`src/rtl/rdsm_pkg.sv`:
```
// shared types and constants for the dot-star pattern matcher
package rdsm_pkg;

   localparam int PATTERN_MAX_DEFAULT = 32;
   localparam int LEN_W               = 6;
   localparam int CHAR_W              = 8;
   localparam int WORD_W              = 64;
   localparam int WORD_COUNT          = 4;
   localparam int CSR_INDEX_W         = 3;
   localparam int REQ_TUSER_W         = 2;
   localparam int RSP_TDATA_W         = 8;

   localparam logic [CHAR_W-1:0] CHAR_DOT  = 8'h2E;
   localparam logic [CHAR_W-1:0] CHAR_STAR = 8'h2A;

   localparam logic [CSR_INDEX_W-1:0] CSR_PATTERN_WORD_0 = 3'd0;
   localparam logic [CSR_INDEX_W-1:0] CSR_PATTERN_WORD_1 = 3'd1;
   localparam logic [CSR_INDEX_W-1:0] CSR_PATTERN_WORD_2 = 3'd2;
   localparam logic [CSR_INDEX_W-1:0] CSR_PATTERN_WORD_3 = 3'd3;
   localparam logic [CSR_INDEX_W-1:0] CSR_PATTERN_LENGTH = 3'd4;

   typedef struct packed {
      logic              valid;
      logic [CHAR_W-1:0] char_value;
      logic              first_char;
      logic              empty_text;
      logic              new1;
      logic              new2;
      logic              emp1;
      logic              emp2;
      logic              old1;
      logic              matched;
   } rdsm_link_type;

endpackage

```
`src/rtl/rdsm_cell.sv`:
```
// one pattern position of the matcher chain: holds one row bit, passes the wavefront on
module rdsm_cell
   import rdsm_pkg::*;
#(
   parameter int CELL_INDEX = 1
) (
   input  logic              clock,
   input  logic              reset,
   input  logic              advance,
   input  logic [CHAR_W-1:0] pat_cur,
   input  logic [CHAR_W-1:0] pat_prev,
   input  logic [LEN_W-1:0]  len,
   input  rdsm_link_type     up_link,
   output rdsm_link_type     down_link
);

   localparam logic [LEN_W-1:0] POS      = LEN_W'(CELL_INDEX);
   localparam bit               HAS_PREV = (CELL_INDEX >= 2);

   logic          bit_ff, bit_in;
   rdsm_link_type down_ff, down_in;
   logic          in_len, cur_star, cur_any, prev_any;
   logic          emp, old_own, adv, nb;

   always_comb begin
      in_len   = (POS <= len);
      cur_star = (pat_cur == CHAR_STAR);
      cur_any  = (pat_cur == CHAR_DOT) || (pat_cur == up_link.char_value);
      prev_any = (pat_prev == CHAR_DOT) || (pat_prev == up_link.char_value);
      emp      = in_len && cur_star && HAS_PREV && up_link.emp2;
      old_own  = up_link.first_char ? emp : (bit_ff && in_len);
      if (cur_star) begin
         adv = HAS_PREV && (up_link.new2 || (prev_any && old_own));
      end else begin
         adv = cur_any && up_link.old1;
      end
      adv = adv && in_len;
      nb  = up_link.empty_text ? emp : adv;

      down_in            = up_link;
      down_in.new1       = nb;
      down_in.new2       = up_link.new1;
      down_in.emp1       = emp;
      down_in.emp2       = up_link.emp1;
      down_in.old1       = old_own;
      down_in.matched    = (POS == len) ? nb : up_link.matched;

      bit_in = (advance && up_link.valid) ? nb : bit_ff;
   end

   always_ff @(posedge clock) begin
      if (reset) begin
         bit_ff  <= 1'b0;
         down_ff <= '0;
      end else if (advance) begin
         bit_ff  <= bit_in;
         down_ff <= down_in;
      end
   end

   assign down_link = down_ff;

   a_beat_moves: assert property (@(posedge clock) disable iff (reset)
      advance && up_link.valid |=> down_link.valid)
      else $error("beat lost in cell");

   a_hold: assert property (@(posedge clock) disable iff (reset)
      !advance |=> $stable(down_link) && $stable(bit_ff))
      else $error("cell moved while stalled");

   a_above_len: assert property (@(posedge clock) disable iff (reset)
      advance && up_link.valid && (POS > len) |=> !bit_ff)
      else $error("row bit set above pattern length");

endmodule

```
`src/rtl/regex_dot_star_matcher_top.sv`:
```
// top level of the dot-star pattern matcher: config registers, head stage and cell chain
//
// Whole-string matcher for patterns of literal bytes, '.' and '*'.
// csr_*: write channel, csr_index 0..3 load pattern bytes 0..31 (eight per
//   word, byte k in bits 8k+7..8k), index 4 loads the pattern length;
//   csr_ready is always high. Write only while no beat is in flight.
// req_*: one text byte per beat in req_tdata, req_tuser[0] restarts the text
//   before this byte, req_tuser[1] marks a zero-length text.
// rsp_*: one beat per request beat, rsp_tdata[0] set when the text so far
//   matches the whole pattern.
// Each pattern position is one cell of a chain; a request beat travels as a
//   wavefront, one cell per cycle, through the head stage and then each cell,
//   and one beat per cycle is sustained while the chain is not held.
// When rsp_tready is low with a result waiting, the whole chain holds and
//   req_tready drops until the result is taken.
// Reset clears the pattern, the length and the match row; a byte sent after
//   reset without a restart reports no match.
module regex_dot_star_matcher_top
   import rdsm_pkg::*;
#(
   parameter int PATTERN_MAX = PATTERN_MAX_DEFAULT
) (
   input  logic                   clock,
   input  logic                   reset,
   input  logic                   csr_valid,
   output logic                   csr_ready,
   input  logic [CSR_INDEX_W-1:0] csr_index,
   input  logic [WORD_W-1:0]      csr_wdata,
   input  logic                   req_tvalid,
   output logic                   req_tready,
   input  logic [CHAR_W-1:0]      req_tdata,   // char_value
   input  logic [REQ_TUSER_W-1:0] req_tuser,   // first_char, empty_text
   output logic                   rsp_tvalid,
   input  logic                   rsp_tready,
   output logic [RSP_TDATA_W-1:0] rsp_tdata    // matched, zero fill
);

   logic [WORD_W-1:0] pattern_word_ff [WORD_COUNT];
   logic [LEN_W-1:0]  pattern_length_ff;
   logic              row0_ff;
   rdsm_link_type     head_ff, head_in;
   logic [LEN_W-1:0]  len_eff;
   logic              advance;
   logic [CHAR_W-1:0] pat_bytes [PATTERN_MAX];
   rdsm_link_type     links [PATTERN_MAX+1];

   assign csr_ready = 1'b1;

   always_ff @(posedge clock) begin
      if (reset) begin
         for (int w = 0; w < WORD_COUNT; w++) begin
            pattern_word_ff[w] <= '0;
         end
         pattern_length_ff <= '0;
      end else if (csr_valid) begin
         unique case (csr_index)
            CSR_PATTERN_WORD_0: pattern_word_ff[0] <= csr_wdata;
            CSR_PATTERN_WORD_1: pattern_word_ff[1] <= csr_wdata;
            CSR_PATTERN_WORD_2: pattern_word_ff[2] <= csr_wdata;
            CSR_PATTERN_WORD_3: pattern_word_ff[3] <= csr_wdata;
            CSR_PATTERN_LENGTH: pattern_length_ff <= csr_wdata[LEN_W-1:0];
            default: ;
         endcase
      end
   end

   assign len_eff = (pattern_length_ff > LEN_W'(PATTERN_MAX)) ? LEN_W'(PATTERN_MAX)
                                                              : pattern_length_ff;

   for (genvar k = 0; k < PATTERN_MAX; k++) begin : g_bytes
      assign pat_bytes[k] = pattern_word_ff[k/8][(k%8)*8 +: 8];
   end

   assign advance    = !links[PATTERN_MAX].valid || rsp_tready;
   assign req_tready = advance;

   // head stage: row bit zero and the seed of the empty-text row
   always_comb begin
      head_in            = '0;
      head_in.valid      = req_tvalid;
      head_in.char_value = req_tdata;
      head_in.first_char = req_tuser[0];
      head_in.empty_text = req_tuser[1];
      head_in.new1       = req_tuser[1];
      head_in.new2       = 1'b0;
      head_in.emp1       = 1'b1;
      head_in.emp2       = 1'b0;
      head_in.old1       = req_tuser[0] ? 1'b1 : row0_ff;
      head_in.matched    = (len_eff == '0) ? req_tuser[1] : 1'b0;
   end

   always_ff @(posedge clock) begin
      if (reset) begin
         row0_ff <= 1'b0;
         head_ff <= '0;
      end else if (advance) begin
         head_ff <= head_in;
         if (req_tvalid) begin
            row0_ff <= req_tuser[1];
         end
      end
   end

   assign links[0] = head_ff;

   for (genvar g = 1; g <= PATTERN_MAX; g++) begin : g_cells
      logic [CHAR_W-1:0] prev_byte;
      if (g >= 2) begin : g_prev
         assign prev_byte = pat_bytes[g-2];
      end else begin : g_noprev
         assign prev_byte = '0;
      end
      rdsm_cell #(
         .CELL_INDEX(g)
      ) u_cell (
         .clock     (clock),
         .reset     (reset),
         .advance   (advance),
         .pat_cur   (pat_bytes[g-1]),
         .pat_prev  (prev_byte),
         .len       (len_eff),
         .up_link   (links[g-1]),
         .down_link (links[g])
      );
   end

   assign rsp_tvalid = links[PATTERN_MAX].valid;
   assign rsp_tdata  = {{(RSP_TDATA_W-1){1'b0}}, links[PATTERN_MAX].matched};

   a_reset_empty: assert property (@(posedge clock)
      reset |=> !rsp_tvalid)
      else $error("result beat right after reset");

   a_ready_when_free: assert property (@(posedge clock) disable iff (reset)
      !rsp_tvalid |-> req_tready)
      else $error("request stalled with free output");

   a_head_loaded: assert property (@(posedge clock) disable iff (reset)
      req_tvalid && req_tready |=> links[0].valid)
      else $error("accepted beat missing from head stage");

endmodule
```
`config.mk`:
```
export PLATFORM = sky130hd
export DESIGN_NAME = regex_dot_star_matcher_top
export DESIGN_NICKNAME = d
export VERILOG_FILES = /design/src/rtl/rdsm_pkg.sv /design/src/rtl/rdsm_cell.sv /design/src/rtl/regex_dot_star_matcher_top.sv
export SDC_FILE = /design/constraint.sdc
export NUM_CORES = 2
export LEC_CHECK = 0
export BUFFER_PORTS_ARGS = -buffer_cell sky130_fd_sc_hd__buf_2
export CAP_MARGIN = 5
export CORE_MARGIN = 2
export CORE_UTILIZATION = 57
export DETAILED_ROUTE_END_ITERATION = 8
export GPL_TIMING_DRIVEN = 0
export MAX_ROUTING_LAYER = met4
export PLACE_DENSITY = 0.85
export SYNTH_ARGS = -nofsm -noshare
export SYNTH_HDL_FRONTEND = slang
export SYNTH_SLANG_ARGS = --single-unit
```
`constraint.sdc`:
```
create_clock -name clock -period 3.6 [get_ports clock]
set_clock_uncertainty 0.15 [all_clocks]
set_input_delay 0.54 -clock clock [delete_from_list [all_inputs] [get_ports clock]]
set_output_delay 0.54 -clock clock [all_outputs]
set_load 0.01 [all_outputs]
```
==> reports/results.ini <==
[status]
status = finished, violations left
violations = setup timing

[yosys]
syn_inst = 4094
ys_seq_elements = 805
yosysWarnings = 0
synth_most_common_cell = nand2_1
synth_seq_area_share_pct = 50.3
synthFlopType = dfxtp_1
yosys.area.top_type_share_pct = 29.6
synth_largest_area_cell = dfxtp_1
postSynthAreaPerCell_sq_um = 9.07
netlist_area_sq_um = 37100
synth-edff-count = 256
synthTopCellsByCount = nand2_1, dfxtp_1, a21oi_1, xor2_1, and2_1
synthArstFlopShare_pct = 0
synth.area.top_cells = dfxtp_1, edfxtp_1, nand2_1
synth_cell_type_count = 75

[die]
die_area_sq_um = 67200
die_y_microns = 259
initial_utilization_pct = 57.6
core_sq_um = 64500
ios = 93
rows = 93
die_x_microns = 259

[critical_path]
slowest_stage = clkdlybuf4s15_2
reg2reg_depth = 7
critical-path-max-stage-delay_ns = 0.63
worstPathArrival_ns = 2.92
crit_chain = nor2b_1, clkbuf_1, inv_2, clkbuf_2, clkdlybuf4s15_2, buf_2
crit_fanout = 10
worstReg2RegStart = g_cells[32].u_cell.down_link[16]
crit_type = reg -> out
worstPathRequired_ns = 2.91
end_kind = output pin
r2r-end = g_cells[16].u_cell.down_link[5]
reg2reg_slack_ns = 0.02
startpoint_type = flop

[detailed_routing]
drt_iter0_drc = 5341
drt_wl_total_microns = 140000
drt-wirelength-per-cell_microns = 26.6
vias = 33400
postRouteAntennaNets = 0
dr.pass1.iters = 9
vias_per_cell = 6.36
drc = 0

[cells_and_area]
design_area_sq_um = 41800
nFillCells = 5167
drive_above_1_share_pct = 6.44
fin_cells = 5252
fin_nets = 4360
multi_input_area_sq_um = 17500
regArea_sq_um = 18700
syn_to_final_growth_pct = 12.6

[timing]
hold_viol_final = 0
maxSlewViolCount = 0
relSlewSlack_pct = 11.0
worst_pin_slew_ns = 1.33
finalSetupViolCount = 1
fin_ws_ns = -0.00534
final.setup.tns_ns = -0.00534
fmax_mhz = 277
rsz0062_at_grt = false
fin_crit_ns = 3.61
holdWs_ns = 0.0293
period_share_pct = 100

[hold_path]
hold_end = head_ff[8]
hold_depth = 3
hold_class = in -> reg
min-delay-start = req_tdata[0]

[power_and_ir_drop]
p_leak_nw = 14.7
pwr_density_cell_nw_per_um2 = 476
peakVddDrop_uv = 420

[clock_network]
clockBufferDepth = 3
h-tree-depth = 3
cts_sinks = 805
clock_latency_ns = 0.65
cts_tree = yes
cts_inserted_buffers = 83
cts_root_buf = clkbuf_16
clk_pin_slew_ns = 0.06

[place]
place_ws_ns = -0.963
gpl.final_weighted_congestion = 1.11
post-place-cells = 5044
port_buffers = 83
dp_hpwl_microns = 102000
place_area_sq_um = 38800

[grt]
grt_usage_pct = 42.1
grt_pass1_vias = 30300
grt_start_max_net_pins = 65
grt_first_pass_wirelength_microns = 201000
antenna_found_initial = 25
grt_overflow = 0

[run]
drv_cap = 0

## power breakdown
| part | internal (mW) | total [mW] | switching [mW] |
|---|---|---|---|
| Combinational | 0.354 | 1.07 | 0.721 |
| Clock | 5.13 | 8.93 | 3.80 |
| Sequential | 9.60 | 9.91 | 0.318 |
## cell families (layout without fill, tap and decap cells)
logic type | count (synthesis) | count (layout) | synth area share (%)
AOI/OAI and AO/OA | 799 | 799 | 12.6
xor gates and xnor gates | 504 | 504 | 11.9
DFF | 805 | 805 | 50.3
other | 2 | 59 | 0.0202
and+or+nand+nor | 1700 | 1700 | 22.0
muxes | 13 | 13 | 0.350
buffers and inverters | 271 | 517 | 2.88
## per-stage QoR
| stage | util, % | total power, mW |
|---|---|---|
| 3_3_place_gp | 59.9 | 11.1 |
| 3_5_place_dp | 60.2 | 11.1 |
| 4_1_cts | 64.6 | 19.8 |
| 6_report | 64.8 | 19.9 |
| 2_1_floorplan | - | 10.6 |
| 5_1_grt | 64.8 | 20.3 |
## metal layers
layer / part of all wire, % / GRT usage (%) / wire length (microns)
met1: 37 / 53.6 / 51700
met2: 40 / 56.6 / 56500
met3: 15 / 14.0 / 20700
met4: 7.7 / 27.7 / 10800
met5: 0 / - / 0
## cell type report
class                           instances  share of cell area [%]
Multi-Input combinational cell       3024                    41.8
Inverter                               41                   0.368
Clock inverter                         38                   0.775
Sequential cell                       805                    44.7
Buffer                                229                    2.21
Antenna cell                           51                   0.305
Timing Repair Buffer                   94                    1.35
Tap cell                              855                    2.56
Clock buffer                          115                    5.93
## critical path, delay by kind of cell (launching register included)
kind	cells	cell delay [ns]
buf+inv	5	1.82
flops	1	0.31
simple gates	1	0.12
## how the worst max path moves through the flow
stage	slack (ns)	start	endpoint	cells after the start
after CTS	0.07	pattern_length_ff[2]	g_cells[19].u_cell.down_link[0]	8
final	-0.005	g_cells[32].u_cell.down_link[16]	req_tready	6
after global routing	0.06	g_cells[32].u_cell.down_link[16]	g_cells[29].u_cell.down_link[5]	7
after detailed placement	-0.96	reset	pattern_word_ff[0][60]	6
after floorplan	0.11	reset	pattern_word_ff[0][0]	6
after global placement	-2.48	reset	pattern_word_ff[0][57]	6
## state kept, by name, indices dropped and copies added, names as in the netlist
name / count
g_cells.u_cell.bit_ff: 32
g_cells.u_cell.down_link: 496
head_ff: 14
pattern_length_ff: 6
pattern_word_ff: 256
row0_ff: 1
## placed cells by master (no fill, tap or decap), drive strengths merged, types with 63 or more instances in the layout
cell and instances:
a21oi 514, and2 264, buf 118, clkbuf 314
dfxtp 549, edfxtp 256, nand2 929, nand4 63
nor2 107, nor4 76, o21ai 69, xnor2 187
xor2 317
## timing repair
| item | in CTS | in global routing |
|---|---|---|
| hold endpoints to repair | 5 | 0 |
| setup endpoints to repair | 135 | 67 |
| hold buffers | 5 | 0 |
| gates resized for setup | 6 | 1 |
| buffers inserted | 0 | 0 |
(Power assumes the default switching activity.)
